`config.mk`:
```
export PLATFORM = sky130hd
export DESIGN_NAME = access_log_field_tokenizer
export DESIGN_NICKNAME = d
export VERILOG_FILES = /design/src/sv/alft_pkg.sv /design/src/sv/alft_step.sv /design/src/sv/access_log_field_tokenizer.sv
export VERILOG_INCLUDE_DIRS = /design/src /design/src/sv
export SDC_FILE = /design/constraint.sdc
export NUM_CORES = 1
export LEC_CHECK = 0
export CELL_PAD_IN_SITES_DETAIL_PLACEMENT = 0
export CELL_PAD_IN_SITES_GLOBAL_PLACEMENT = 1
export CORE_MARGIN = 2
export CORE_UTILIZATION = 30
export CTS_BUF_LIST = sky130_fd_sc_hd__clkbuf_16
export DETAILED_ROUTE_END_ITERATION = 16
export DONT_BUFFER_PORTS = 1
export PLACE_DENSITY = 0.66
export SLEW_MARGIN = 10
export SYNTH_ARGS = -nofsm -noshare
export SYNTH_HDL_FRONTEND = slang
export SYNTH_SLANG_ARGS = --single-unit
```
`constraint.sdc`:
```
create_clock -name clk_i -period 22.9 [get_ports clk_i]
set_clock_uncertainty 0.15 [all_clocks]
set_input_delay 4.58 -clock clk_i [delete_from_list [all_inputs] [get_ports clk_i]]
set_output_delay 4.58 -clock clk_i [all_outputs]
set_load 0.01 [all_outputs]
```
`src/sv/access_log_field_tokenizer_macros.svh`:
```
// Assertion macros shared by the access-log field tokenizer RTL.
`ifndef ACCESS_LOG_FIELD_TOKENIZER_MACROS_SVH
`define ACCESS_LOG_FIELD_TOKENIZER_MACROS_SVH

// Same-cycle implication, checked at every rising clock edge outside reset.
`define ALFT_ASSERT_IMPL(label, clk, rstn, ante, cons, msg) \
  label: assert property (@(posedge clk) disable iff (!rstn) (ante) |-> (cons)) \
    else $error(msg);

// Next-cycle implication, checked at every rising clock edge outside reset.
`define ALFT_ASSERT_NEXT(label, clk, rstn, ante, cons, msg) \
  label: assert property (@(posedge clk) disable iff (!rstn) (ante) |=> (cons)) \
    else $error(msg);

`endif

```
`src/sv/alft_pkg.sv`:
```
// Types, constants and helper functions of the access-log field tokenizer.
package alft_pkg;

  // Width of the field mode register and its value after reset.
  localparam int unsigned TableW = 20;
  localparam logic [TableW-1:0] MODE_TABLE_RESET = 20'd164416;

  // Most result words that one input word can cause.
  localparam int unsigned MaxResults = 4;

  // Bytes with a meaning of their own.
  localparam logic [7:0] CHAR_LBRACKET = 8'h5B;
  localparam logic [7:0] CHAR_RBRACKET = 8'h5D;
  localparam logic [7:0] CHAR_QUOTE    = 8'h22;

  // Field mode codes; the unused code behaves as word mode.
  localparam logic [1:0] MODE_WORD    = 2'd0;
  localparam logic [1:0] MODE_BRACKET = 2'd1;
  localparam logic [1:0] MODE_QUOTE   = 2'd2;

  typedef enum logic [2:0] {
    PH_BETWEEN = 3'd0,
    PH_WORD    = 3'd1,
    PH_BRACKET = 3'd2,
    PH_QLEAD   = 3'd3,
    PH_QUOTE   = 3'd4,
    PH_DONE    = 3'd5
  } phase_e;

  typedef struct packed {
    logic [7:0] in_byte;
    logic       end_of_line;
  } in_word_t;

  typedef struct packed {
    logic [7:0] out_byte;
    logic       byte_valid;
    logic [3:0] field_number;
    logic       field_end;
    logic       line_done;
    logic       line_valid;
    logic       last;
  } out_word_t;

  // Per-line parser state, including the held quote lookahead bytes.
  typedef struct packed {
    phase_e          phase;
    logic [3:0]      cur_field;
    logic [2:0][7:0] window;
    logic [1:0]      win_cnt;
    logic [3:0]      fields_started;
  } line_state_t;

  // Result words of one input word, filled from index zero.
  typedef struct packed {
    out_word_t [MaxResults-1:0] word;
    logic [2:0]                 count;
  } res_list_t;

  function automatic logic is_space(logic [7:0] c);
    return c inside {8'h20, [8'h09:8'h0D]};
  endfunction

  // A byte that marks the quote two places before it as a closing quote.
  function automatic logic is_term(logic [7:0] c);
    return c inside {[8'h30:8'h39], CHAR_QUOTE};
  endfunction

  function automatic out_word_t make_word(logic [7:0] b, logic bv, logic fe,
                                          logic [3:0] fnum);
    out_word_t w;
    w = '0;
    w.out_byte     = bv ? b : 8'h00;
    w.byte_valid   = bv;
    w.field_number = fnum;
    w.field_end    = fe;
    return w;
  endfunction

  // Append a word; words beyond the list capacity are dropped.
  function automatic res_list_t push(res_list_t l, out_word_t w);
    res_list_t r;
    r = l;
    if (l.count < 3'(MaxResults)) begin
      r.word[l.count[1:0]] = w;
      r.count = l.count + 3'd1;
    end
    return r;
  endfunction

endpackage

```
`src/sv/alft_step.sv`:
```
// Single-pass tokenizer step: one input word against the line state.
module alft_step #(
  parameter int NUM_FIELDS = 10
) (
  input  logic [alft_pkg::TableW-1:0] cfg_table_i,
  input  alft_pkg::line_state_t       state_i,
  input  alft_pkg::in_word_t          word_i,
  output alft_pkg::line_state_t       state_o,
  output alft_pkg::res_list_t         res_o
);
  import alft_pkg::*;

  localparam logic [3:0] NumF = 4'(NUM_FIELDS);

  always_comb begin
    logic [3:0][7:0] buf_w;
    logic [2:0]      n;
    logic [2:0]      pos;
    logic [2:0]      keep;
    logic            hold;
    logic            done;
    logic            eol;
    logic            closing;
    logic            dropped;
    logic            lk_wait;
    logic [7:0]      c;
    logic [1:0]      mode;
    phase_e          ph;
    logic [3:0]      cf;
    logic [3:0]      fs;
    logic [2:0][7:0] win;
    res_list_t       res;
    logic [1:0]      tail;

    // Held bytes first, then the new byte.
    buf_w = {8'h00, state_i.window};
    buf_w[state_i.win_cnt] = word_i.in_byte;
    n     = {1'b0, state_i.win_cnt} + 3'd1;
    eol   = word_i.end_of_line;
    ph    = state_i.phase;
    cf    = state_i.cur_field;
    fs    = state_i.fields_started;
    res   = '0;
    pos   = '0;
    hold  = 1'b0;
    c     = '0;
    mode  = '0;
    done  = 1'b0;
    closing = 1'b0;
    dropped = 1'b0;
    lk_wait = 1'b0;

    // Walk the window bytes in order until one must wait for lookahead.
    for (int p = 0; p < 4; p++) begin
      if (!hold && (3'(p) < n)) begin
        c    = buf_w[p];
        done = 1'b0;

        // Start of a field: pick the mode of the next field.
        if (ph == PH_BETWEEN) begin
          if (is_space(c)) begin
            done = 1'b1;
          end else if (cf >= NumF) begin
            ph   = PH_DONE;
            done = 1'b1;
          end else begin
            fs   = fs + 4'd1;
            mode = 2'(cfg_table_i >> {cf, 1'b0});
            if (mode == MODE_BRACKET) begin
              ph   = PH_BRACKET;
              done = (c == CHAR_LBRACKET);
            end else if (mode == MODE_QUOTE) begin
              ph = PH_QLEAD;
            end else begin
              ph = PH_WORD;
            end
          end
        end

        // Leading quotes of a quote field are skipped.
        if (!done && ph == PH_QLEAD) begin
          if (c == CHAR_QUOTE) begin
            done = 1'b1;
          end else begin
            ph = PH_QUOTE;
          end
        end

        if (!done) begin
          case (ph)
            PH_WORD: begin
              if (is_space(c)) begin
                res = push(res, make_word(8'h00, 1'b0, 1'b1, cf));
                cf  = cf + 4'd1;
                ph  = (cf >= NumF) ? PH_DONE : PH_BETWEEN;
              end else begin
                res = push(res, make_word(c, 1'b1, 1'b0, cf));
              end
            end
            PH_BRACKET: begin
              if (c == CHAR_RBRACKET) begin
                res = push(res, make_word(8'h00, 1'b0, 1'b1, cf));
                cf  = cf + 4'd1;
                ph  = (cf >= NumF) ? PH_DONE : PH_BETWEEN;
              end else begin
                res = push(res, make_word(c, 1'b1, 1'b0, cf));
              end
            end
            PH_QUOTE: begin
              if (c != CHAR_QUOTE) begin
                res = push(res, make_word(c, 1'b1, 1'b0, cf));
              end else begin
                // A quote closes the field when the byte two later is a digit
                // or a quote; past the end of the line it never does.
                lk_wait = 1'b0;
                closing = 1'b0;
                dropped = 1'b0;
                if (3'(p + 2) < n) begin
                  closing = is_term(buf_w[2'(p + 2)]);
                end else if (!eol) begin
                  lk_wait = 1'b1;
                end
                if (!lk_wait && closing) begin
                  res = push(res, make_word(8'h00, 1'b0, 1'b1, cf));
                  cf  = cf + 4'd1;
                  ph  = (cf >= NumF) ? PH_DONE : PH_BETWEEN;
                end else if (!lk_wait) begin
                  // A quote doubled in front of the closing quote is dropped.
                  if (3'(p + 1) < n && buf_w[2'(p + 1)] == CHAR_QUOTE) begin
                    if (3'(p + 3) < n) begin
                      dropped = is_term(buf_w[2'(p + 3)]);
                    end else if (!eol) begin
                      lk_wait = 1'b1;
                    end
                  end
                  if (!lk_wait && !dropped) begin
                    res = push(res, make_word(CHAR_QUOTE, 1'b1, 1'b0, cf));
                  end
                end
                hold = lk_wait;
              end
            end
            default: begin
            end
          endcase
        end

        if (!hold) begin
          pos = pos + 3'd1;
        end
      end
    end

    // Undecided bytes stay in the window.
    keep = n - pos;
    if (keep > 3'd3) begin
      keep = 3'd3;
    end
    win = '0;
    for (int i = 0; i < 3; i++) begin
      if (3'(i) < keep) begin
        win[i] = buf_w[2'(pos + 3'(i))];
      end
    end

    // End of line: close an open field and report the line.
    if (eol) begin
      if (ph inside {PH_WORD, PH_BRACKET, PH_QLEAD, PH_QUOTE}) begin
        tail = 2'(res.count - 3'd1);
        if (res.count != 3'd0 && res.word[tail].byte_valid &&
            !res.word[tail].field_end && res.word[tail].field_number == cf) begin
          res.word[tail].field_end = 1'b1;
        end else begin
          res = push(res, make_word(8'h00, 1'b0, 1'b1, cf));
        end
        cf = cf + 4'd1;
        ph = (cf >= NumF) ? PH_DONE : PH_BETWEEN;
      end
      if (res.count == 3'd0) begin
        res = push(res, make_word(8'h00, 1'b0, 1'b0, 4'd0));
      end
      tail = 2'(res.count - 3'd1);
      res.word[tail].line_done  = 1'b1;
      res.word[tail].line_valid = (fs >= NumF);
      ph   = PH_BETWEEN;
      cf   = '0;
      fs   = '0;
      keep = '0;
      win  = '0;
    end

    if (res.count != 3'd0) begin
      tail = 2'(res.count - 3'd1);
      res.word[tail].last = 1'b1;
    end

    state_o.phase          = ph;
    state_o.cur_field      = cf;
    state_o.window         = win;
    state_o.win_cnt        = keep[1:0];
    state_o.fields_started = fs;
    res_o                  = res;
  end

endmodule

```
`src/sv/access_log_field_tokenizer.sv`:
```
// Top level of the access-log field tokenizer: input register, step logic, result buffer.
//
//   port group  | direction | handshake          | word
//   in_*        | in        | in_valid_i/in_stall_o  | in_word_t (byte, end of line)
//   out_*       | out       | out_valid_o/out_stall_i | out_word_t (field byte and marks)
//   cfg_*       | in        | cfg_we_i           | 20-bit field mode table
//
// An input word is held in the input register and passes through the combinational step
// logic into the result buffer; a word that causes k results holds the next input while
// the single output port drains the buffer one word per cycle when the output does not stall.
// A word that causes no result, or one, lets a new word enter every cycle while the output does not stall.
// Reset clears the line state, empties both registers and loads the default mode table.
// A stalled output keeps its word; the input stalls while the buffer cannot take more.
`include "access_log_field_tokenizer_macros.svh"

module access_log_field_tokenizer #(
  parameter int NUM_FIELDS = 10
) (
  input  logic                        clk_i,
  input  logic                        rst_ni,
  input  logic                        in_valid_i,
  output logic                        in_stall_o,
  input  alft_pkg::in_word_t          in_word_i,
  output logic                        out_valid_o,
  input  logic                        out_stall_i,
  output alft_pkg::out_word_t         out_word_o,
  input  logic                        cfg_we_i,
  input  logic [alft_pkg::TableW-1:0] cfg_wdata_i
);
  import alft_pkg::*;

  logic [TableW-1:0]           table_q;
  in_word_t                    in_q;
  logic                        in_valid_q;
  line_state_t                 state_q;
  line_state_t                 state_d;
  res_list_t                   res_d;
  out_word_t [MaxResults-1:0]  res_q;
  logic [2:0]                  res_cnt_q;
  logic [1:0]                  res_rd_q;
  logic                        out_take;
  logic                        fire;
  logic                        in_take;

  // Handshakes: the step fires once the buffer empties in this cycle.
  assign out_valid_o = (res_cnt_q != 3'd0);
  assign out_word_o  = res_q[res_rd_q];
  assign out_take    = out_valid_o && !out_stall_i;
  assign fire        = in_valid_q &&
                       ((res_cnt_q == 3'd0) || (res_cnt_q == 3'd1 && out_take));
  assign in_stall_o  = in_valid_q && !fire;
  assign in_take     = in_valid_i && !in_stall_o;

  alft_step #(
    .NUM_FIELDS (NUM_FIELDS)
  ) u_step (
    .cfg_table_i (table_q),
    .state_i     (state_q),
    .word_i      (in_q),
    .state_o     (state_d),
    .res_o       (res_d)
  );

  // Mode table register.
  always_ff @(posedge clk_i or negedge rst_ni) begin
    if (!rst_ni) begin
      table_q <= MODE_TABLE_RESET;
    end else if (cfg_we_i) begin
      table_q <= cfg_wdata_i;
    end
  end

  // Input register payload.
  always_ff @(posedge clk_i) begin
    if (in_take) begin
      in_q <= in_word_i;
    end
  end

  // Input register valid and line state.
  always_ff @(posedge clk_i or negedge rst_ni) begin
    if (!rst_ni) begin
      in_valid_q <= 1'b0;
      state_q    <= '{phase: PH_BETWEEN, default: '0};
    end else begin
      if (in_take) begin
        in_valid_q <= 1'b1;
      end else if (fire) begin
        in_valid_q <= 1'b0;
      end
      if (fire) begin
        state_q <= state_d;
      end
    end
  end

  // Result buffer payload.
  always_ff @(posedge clk_i) begin
    if (fire) begin
      res_q <= res_d.word;
    end
  end

  // Result buffer count and read pointer.
  always_ff @(posedge clk_i or negedge rst_ni) begin
    if (!rst_ni) begin
      res_cnt_q <= '0;
      res_rd_q  <= '0;
    end else if (fire) begin
      res_cnt_q <= res_d.count;
      res_rd_q  <= '0;
    end else if (out_take) begin
      res_cnt_q <= res_cnt_q - 3'd1;
      res_rd_q  <= res_rd_q + 2'd1;
    end
  end

  // Held lookahead bytes only ever start with a quote inside a quote field.
  `ALFT_ASSERT_IMPL(a_win_quote, clk_i, rst_ni, state_q.win_cnt != 2'd0, state_q.phase == PH_QUOTE && state_q.window[0] == CHAR_QUOTE, "lookahead held outside a quote field")
  // The word marked last is the final word in the buffer.
  `ALFT_ASSERT_IMPL(a_last_tail, clk_i, rst_ni, out_valid_o && out_word_o.last, res_cnt_q == 3'd1, "last mark not on the final buffered word")
  // The field counter never runs past the field count.
  `ALFT_ASSERT_IMPL(a_field_range, clk_i, rst_ni, 1'b1, state_q.cur_field <= 4'(NUM_FIELDS), "field counter out of range")
  // A new result list is read from its first entry.
  `ALFT_ASSERT_NEXT(a_fire_load, clk_i, rst_ni, fire, res_rd_q == 2'd0, "read pointer not reset on load")

endmodule
```
# Yosys cells after proc, flatten, opt, wreduce, memory -nomap -nowiden

Index checks and enable logic that the tools add are counted.
W data, S select, Z words.

Register bits: 140
Bits of input ports: 34
Output and inout bits: 19
Word-level logic and storage cells: 634

Add/sub/neg operators: 25
Magnitude comparators: 59
Equal/unequal tests: 50
Shifts and indexed selects: 4
Muxes and demuxes: 377
Bitwise operators: 2
Reduce and logical (&&, ||, !) cells: 76

Operator list:

| operator              | number |
|---|---|
| $mux W71              | 45 |
| $bwmux W68            | 14 |
| $pmux W71 S3          | 4 |
| $demux W17 S2         | 9 |
| $mux W3               | 72 |
| $mux W4               | 43 |
| $mux W1               | 147 |
| $mux W68              | 2 |
| $mux W17              | 6 |
| $shr A20 B5 Y2        | 4 |
| $and A68 B68 Y68      | 1 |
| $bmux W17 S2          | 2 |
| $not A68 Y68          | 1 |
| $eq A8 B6 Y1 const B  | 8 |
| $eq A8 B7 Y1 const B  | 8 |
| $mux W8               | 7 |
| $bmux W8 S2           | 3 |
| $pmux W4 S3           | 4 |
| $mux W20              | 2 |
| $lt A2 B3 Y1 const B  | 13 |
| $logic_and A1 B1 Y1   | 38 |
| $ge A4 B4 Y1 const B  | 9 |
| $pmux W3 S3           | 4 |
| $add A4 B1 Y4 const B | 8 |
| other kinds (36)      | 139 |

# Longest topological paths before layout

Gate-level depths: netlist (run 1).

Depth in word-level cells: 143
Gate-level depth with buffers: 74
Gate-level depth less buffers: 67

# Modules after synthesis

Synthesis (run 1) repeated with hierarchy kept, for this count alone.

Cells, all modules: 1929
Area total of the unflattened synthesis: 16066.7 µm²

By module, submodules not included:

| module                     | instances | cells each | area each (µm²) | sequential area each (µm²) |
|---|---|---|---|---|
| alft_step                  | 1         | 1667       | 10677.7         | 0.0 |
| access_log_field_tokenizer | 1         | 262        | 5388.9          | 3893.7 |

# Worst setup path after synthesis (run 1)

No wires, ideal clock.

Kind: register to register
Start point: reg state_q[30] (netlist bit)
End point: reg res_q[24] (netlist bit) (data pin)
Library setup time: 0.154 ns
Arrival: 15.032 ns
Required time: 22.596 ns
Setup slack: 7.565 ns
Cell stages (with the launch flop): 66
Path buffers: 9
Clock period less this slack: 15.335 ns
Cell sequence: dfrtp_1 > clkbuf_1 > mux4_2 > mux2i_1 > o22ai_1 > ha_1 > nor4_1 > a31oi_2 > o2bb2ai_4 > nand3_1 > xnor2_1 > clkbuf_1 > nand2_1 > and3_1 > a311oi_1 > a21oi_1 > ha_1 > nor2_1 > [30 not listed] > o22ai_1 > ha_1 > clkbuf_1 > inv_1 > nor2_1 > mux2i_1 > o211ai_1 > or3_1 > buf_2 > nand3_2 > xnor2_2 > clkinv_1 > ha_1 > and2_1 > o21a_1 > a31o_2 > buf_2 > o22ai_1

RTL lines:

| element                | RTL line                          | source |
|---|---|---|
| from (decl)            | access_log_field_tokenizer.sv:35  | `line_state_t state_q;` |
| from (signal assigned) | access_log_field_tokenizer.sv:92  | `state_q <= state_d;` |
| to (signal assigned)   | access_log_field_tokenizer.sv:100 | `res_q <= res_d.word;` |
| to (decl)              | access_log_field_tokenizer.sv:38  | `out_word_t [MaxResults-1:0] res_q;` |

==> out/metrics.cfg, run 1 <==
[synth]
synth_seq_cells=140
synthesis.area_sq_um=15000
yosysWarnings=0
async_flop_share_pct=45.0
synth_top_flop_cell=edfxtp_1
synthCells=1827
syn_area_per_cell_sq_um=8.20
ys_types=123
synth-edff-count=77
seq_area_frac_synth_pct=26.0
synth_nets=1916

[routing]
firstDrtPassIters=6
antenna_left=0
via_count=15124
first_iter_violations=1664
routed_wl_microns=62800
drc_errors=0
wl_per_cell_microns=25.6
viasPerCell=6.16

[timing]
rsz0062_at_grt=false
slew_viol_final=0
worst_hold_slack_ns=0.333
tightest_slew_ns=1.18
hold_viol=0
fmax_ghz=0.0532
period_needed_ns=18.79
layout_setup_ws_ns=4.11
slew_headroom_pct=21.1
fin_crit_sh_pct=82.0
setup_violations=0
fin_tns_setup_ns=0

[die]
core_area_sq_um=49200
die_area_sq_um=51700
start_util_pct=30.5
rows=81
io_pins=53
die_w_microns=227
die_h_microns=227

[placement]
pre_cts_slack_ns=4.61
port_buffers=0
dp_hpwl_microns=48400
gp_congestion=0.944
placed_area_sq_um=15600

[critical_path]
reg2reg_depth=59
critPathMostFrequentCell=nand2_1
critPathMaxFanout=20
r2r_slack_ns=4.11
r2r-end=res_q[10]
worstPathArrival_ns=18.95
endpoint_kind=register
cpPeakStageDelay_ns=0.88
slowest_stage=nor2_1
crit_required_ns=23.07
regToRegStartpoint=state_q[30]
worstSetupPathType=register to register
critPathTopFamily=simple AND/OR/NAND/NOR gates
cp_num_buf_inv=4
start_kind=register

[global_routing]
grt_pass1_wl_microns=94600
gr-total-overflow=0
first_global_vias=14324
grt_usage_pct=24.6
grt_max_degree=64
antenna_found_initial=1

[clock_network]
holdBufCountCts=0
cts_buffer_depth=2
cts_resized=0
cts-root-buf=clkbuf_16
insertion_delay_ns=0.49
cts_tree=built
cts_sinks=140
clkTransAtPathRegs_ns=0.09
htreeDepth=4
cts_setup_buffers=0
cts_inserted_buffers=17

[job]
max_cap_violations=0

[hold_path]
hold_path_class=register to register
whs_endpoint=state_q[28]
hold_path_depth=2
hold_start=state_q[28]

[finish]
areaGrowthSynthToFinish_pct=8.04
fin_area_sq_um=16200
fill_cells=5176
layout-drive-gt1-share_pct=11.6
layout.nets=1869
num_antenna_cells=0

[run_status]
run_status=finished clean

cells in the final DEF (no fill, tap or decap), drive strengths merged, types with 9 or more instances in the layout:
cell and n:
nand2b 15, mux4 29, a22oi 32, inv 55
nor2 190, nand2 240, nand4 22, o21ai 138
a211oi 15, a31oi 35, xnor2 35, nor4 14
and2 33, o31ai 20, o21a 9, o32ai 9
nand3 49, a21o 12, clkbuf 17, edfxtp 77
nor3 49, a22o 12, xor2 9, a221oi 11
dfrtp 59, a21oi 138, nor2b 10, or3 11
ha 54, or2 9, o211ai 14, and3 14
mux2 48, buf 35, mux2i 69, o22ai 51
worst max path at each step:
stage	from	depth (start not counted)	to
floorplan	state_q[30]	65	res_q[24]
global placement	state_q[30]	59	res_q[12]
detailed placement	state_q[4]	59	res_q[10]
CTS	state_q[30]	59	res_q[10]
global route	state_q[4]	59	res_q[10]
finish	state_q[30]	59	res_q[10]
metrics by stage:
step | utilization [%] | std cells
floorplan | - | 1827
global placement | 31.8 | 2425
detailed placement | 31.8 | 2425
CTS | 32.9 | 2456
global route | 32.9 | 2456
finish | 32.9 | 2456
layout make-up:
cell class	count	area, sq um	area share [%]
tap	664	831	5.13
timing repair buffer	35	263	1.62
inverter	53	199	1.23
clock buffer	17	425	2.63
multi-input combinational	1533	10500	64.6
sequential	140	3890	24.1
clock inverter	14	121	0.750
per-layer routing:
metal  share of wire, %  global-route usage (%)  up-vias  wire length (microns)
met3                7.1                    3.83      109                   4480
met4                3.5                    10.1        0                   2210
li1                   -                       -     6852                      -
met1                 46                    35.0     7424                  28600
met5                  0                       0        -                      0
met2                 44                    37.0      739                  27500
worst register-to-register path: cells and delay by family, from the launching register on:
| family | cells | cell delay, ns |
|---|---|---|
| and+or+nand+nor | 21 | 6.48 |
| AOI/OAI and AO/OA | 23 | 6.31 |
| adders and majority gates | 5 | 1.65 |
| muxes | 4 | 1.61 |
| buffers and inverters | 4 | 1.02 |
| DFF | 1 | 0.70 |
| xor gates and xnor gates | 2 | 0.70 |
synth_stat cells, types with 9 or more instances:
library cell	n	area, sq um
nand2_1	238	893
nor2_1	189	709
a21oi_1	137	686
o21ai_0	124	621
edfxtp_1	77	2310
clkbuf_1	72	270
mux2i_1	68	681
dfrtp_1	59	1480
ha_1	54	676
nand3_1	48	240
o22ai_1	48	300
nor3_1	47	235
inv_1	46	173
mux2_2	46	518
a31oi_1	34	213
xnor2_1	32	280
a22oi_1	31	233
and2_1	30	188
mux4_2	29	653
nand4_1	22	138
o31ai_1	19	143
nand2b_1	15	93.8
o21ai_1	14	70.1
and3_1	13	81.3
nor4_1	13	81.3
o211ai_1	13	97.6
a21o_1	12	90.1
a22o_1	12	105
buf_2	12	60.1
a211oi_1	11	82.6
or3_1	11	68.8
nor2b_1	10	62.6
a221oi_1	9	78.8
o21a_1	9	67.6
xor2_1	9	78.8
registers in the layout (all words and copies together) (netlist names):
register / flops
res_q: 68
state_q: 37
table_q: 20
in_q: 9
res_cnt_q: 3
res_rd_q: 2
in_valid_q: 1
cell families after synthesis:
| group | Yosys count | share of synthesized area [%] |
|---|---|---|
| simple gates | 688 | 21.5 |
| compound gates | 600 | 28.1 |
| buf+inv | 154 | 4.39 |
| mux | 146 | 12.6 |
| flops | 140 | 26.0 |
| fa+ha+maj | 55 | 4.64 |
| xor+xnor | 44 | 2.72 |
Power of run 1 is left out: the tool's default activity adds up to more than one toggle a clock period on the data nets, which glitch-free logic cannot reach.
==> run 2, diff against run 1 <==
--- a/config.mk
+++ b/config.mk
@@ -13,7 +13,7 @@
 export CTS_BUF_LIST = sky130_fd_sc_hd__clkbuf_16
 export DETAILED_ROUTE_END_ITERATION = 16
 export DONT_BUFFER_PORTS = 1
-export PLACE_DENSITY = 0.66
+export PLACE_DENSITY = 0.68
 export SLEW_MARGIN = 10
 export SYNTH_ARGS = -nofsm -noshare
 export SYNTH_HDL_FRONTEND = slang
==> constraint.sdc (replaced) <==
create_clock -name clk_i -period 16.6 [get_ports clk_i]
set_clock_uncertainty 0.15 [all_clocks]
set_input_delay 3.32 -clock clk_i [delete_from_list [all_inputs] [get_ports clk_i]]
set_output_delay 3.32 -clock clk_i [all_outputs]
set_load 0.01 [all_outputs]
==> run 2 against run 1 <==
- critical path depth grew 2
- register-to-register slack lost 3.2 ns
- die area is the same
- via count grew 0.89%
- hold slack lost 0.0011 ns
- flip-flop and latch count is the same
- design area grew 2.2%
- first-iteration DRC count grew 1.1%
- setup slack lost 3.2 ns
- utilization grew 0.73 points
- count of clock-buffer cells in the layout is the same
- sequential share of layout area shrank 0.50 points
==> out/metrics.cfg, run 2 (synthesis gave the netlist of run 1 again) <==
[run_status]
run_status=finished clean  ; unchanged

[finish]
largest_reg_flops=68  ; unchanged
num_antenna_cells=0  ; unchanged
layout.nets=1885  ; was 1869
final_common_cell=nand2_1  ; unchanged
regArea_sq_um=3900  ; was 3890 sq um
top_regs=res_q x68, state_q x37, table_q x20  ; unchanged
top_register=res_q  ; unchanged
layout.cells.most_common_list=nand2_1 (237), nor2_1 (188), a21oi_1 (136), o21ai_0 (123), edfxtp_1 (77)  ; was nand2_1 (238), nor2_1 (189), a21oi_1 (136), o21ai_0 (124), edfxtp_1 (77)
fill_cells=5151  ; was 5176
areaGrowthSynthToFinish_pct=10.4  ; was 8.04%
layout-drive-gt1-share_pct=13.5  ; was 11.6%
multi_input_area_sq_um=10600  ; was 10500 sq um

[job]
max_cap_violations=0  ; unchanged

[clock_network]
cts_tree=built  ; unchanged
insertion_delay_ns=0.49  ; about the same
cts_buffer_depth=2  ; unchanged
htreeDepth=4  ; unchanged
holdBufCountCts=0  ; unchanged
cts-root-buf=clkbuf_16  ; unchanged
cts_inserted_buffers=17  ; unchanged
cts_sinks=140  ; unchanged
clkTransAtPathRegs_ns=0.06  ; was 0.09 ns

[timing]
slew_viol_final=0  ; unchanged
fin_crit_sh_pct=94.2  ; was 82.0%
slew_headroom_pct=14.4  ; was 21.1%
period_needed_ns=15.64  ; was 18.79 ns
hold_viol=0  ; unchanged
rsz0062_at_grt=false  ; unchanged
setup_violations=0  ; unchanged
fin_tns_setup_ns=0  ; unchanged
fmax_ghz=0.0639  ; was 0.0532 GHz
tightest_slew_ns=1.28  ; was 1.18 ns

[global_routing]
antenna_found_initial=0  ; was 1
grt_max_degree=71  ; was 64
gr-total-overflow=0  ; unchanged
grt_usage_pct=24.0  ; was 24.6%
grt_pass1_wl_microns=92400  ; was 94600 microns
first_global_vias=14136  ; was 14324

[hold_path]
hold_path_class=register to register  ; unchanged
hold_path_depth=2  ; unchanged
whs_endpoint=state_q[25]  ; was state_q[28]
hold_start=state_q[25]  ; was state_q[28]

[die]
rows=81  ; unchanged
start_util_pct=30.5  ; unchanged
io_pins=53  ; unchanged
die_h_microns=227  ; unchanged
die_area_sq_um=51700  ; unchanged
die_w_microns=227  ; unchanged
core_area_sq_um=49200  ; unchanged

[routing]
firstDrtPassIters=6  ; unchanged
viasPerCell=6.17  ; was 6.16
antenna_left=0  ; unchanged
first_iter_violations=1683  ; was 1664
routed_wl_microns=61900  ; was 62800 microns
drc_errors=0  ; unchanged
wl_per_cell_microns=25.0  ; was 25.6 microns
via_count=15259  ; was 15124

[critical_path]
slowest_stage=dfrtp_4  ; was nor2_1
r2r_slack_ns=0.96  ; was 4.11 ns
cpPeakStageDelay_ns=0.56  ; was 0.88 ns
endpoint_kind=register  ; unchanged
critPathMaxFanout=14  ; was 20
worstSetupPathType=register to register  ; unchanged
regToRegStartpoint=state_q[30]  ; unchanged
start_kind=register  ; unchanged
r2r-end=res_q[24]  ; was res_q[10]
reg2reg_depth=61  ; was 59
crit_required_ns=16.65  ; was 23.07 ns
worstPathArrival_ns=15.69  ; was 18.95 ns
critPathMostFrequentCell=nand2_1  ; unchanged

[placement]
gp_congestion=0.948  ; was 0.944
dp_hpwl_microns=48000  ; was 48400 microns
port_buffers=0  ; unchanged

==> run 2: cell count changes in the layout (fill, tap and decap cells not counted), sizes merged <==
cell / delta
buf: +16
clkinvlp: -2
clkinv: +1
bufinv: +2
==> run 2: worst max-delay path, delay by kind of cell, from the launching register on <==
| kind | cells | cell delay [ns] |
|---|---|---|
| simple gates | 23 | 4.46 |
| buf+inv | 3 | 0.64 |
| xor+xnor | 1 | 0.31 |
| mux | 6 | 2.11 |
| compound gates | 23 | 5.50 |
| flops | 1 | 0.56 |
| fa+ha+maj | 5 | 1.58 |
==> run 2: through the flow <==
stage          hold WS, ns  cells  area [sq um]  utilization [%]  worst slack (ns)
3_5_place_dp         0.325   2439         15700             32.0            0.0999
2_1_floorplan        0.296   1827         15000                -              1.26
6_report             0.332   2473         16500             33.7             0.957
3_3_place_gp         0.310   2439         15700             32.0             0.378
5_1_grt              0.382   2473         16500             33.7           0.00542
4_1_cts              0.338   2471         16300             33.2            0.0367
==> run 2: layout make-up <==
type	instances	area share (%)
well taps	664	5.02
repair buffers	51	2.31
inverters	53	1.22
clock inverters	15	1.04
multi-input cells	1533	64.3
clock buffers	17	2.57
flip-flops and latches	140	23.6
==> run 2: layer usage <==
| metal | vias up | share of wire [%] | global-route usage, % |
|---|---|---|---|
| met5 | - | 0 | 0 |
| met4 | 0 | 4.2 | 10.8 |
| met3 | 122 | 7.8 | 3.94 |
| met2 | 800 | 43 | 35.7 |
| met1 | 7454 | 45 | 34.1 |
| li1 | 6883 | - | - |
==> run 2: repair_timing <==
action                     CTS  global route
buffers inserted             0             2
setup endpoints to repair    0            58
gates resized for setup      0            37
==> run 2: worst max path at each step <==
stage           startpoint   endpoint  slack [ns]
3_3_place_gp   state_q[30]  res_q[39]        0.38
5_1_grt        state_q[30]  res_q[24]       0.005
3_5_place_dp   state_q[30]  res_q[39]         0.1
2_1_floorplan  state_q[30]  res_q[24]        1.26
4_1_cts        state_q[30]  res_q[39]        0.04
6_report       state_q[30]  res_q[24]        0.96
Power of run 2 is left out for the same reason.
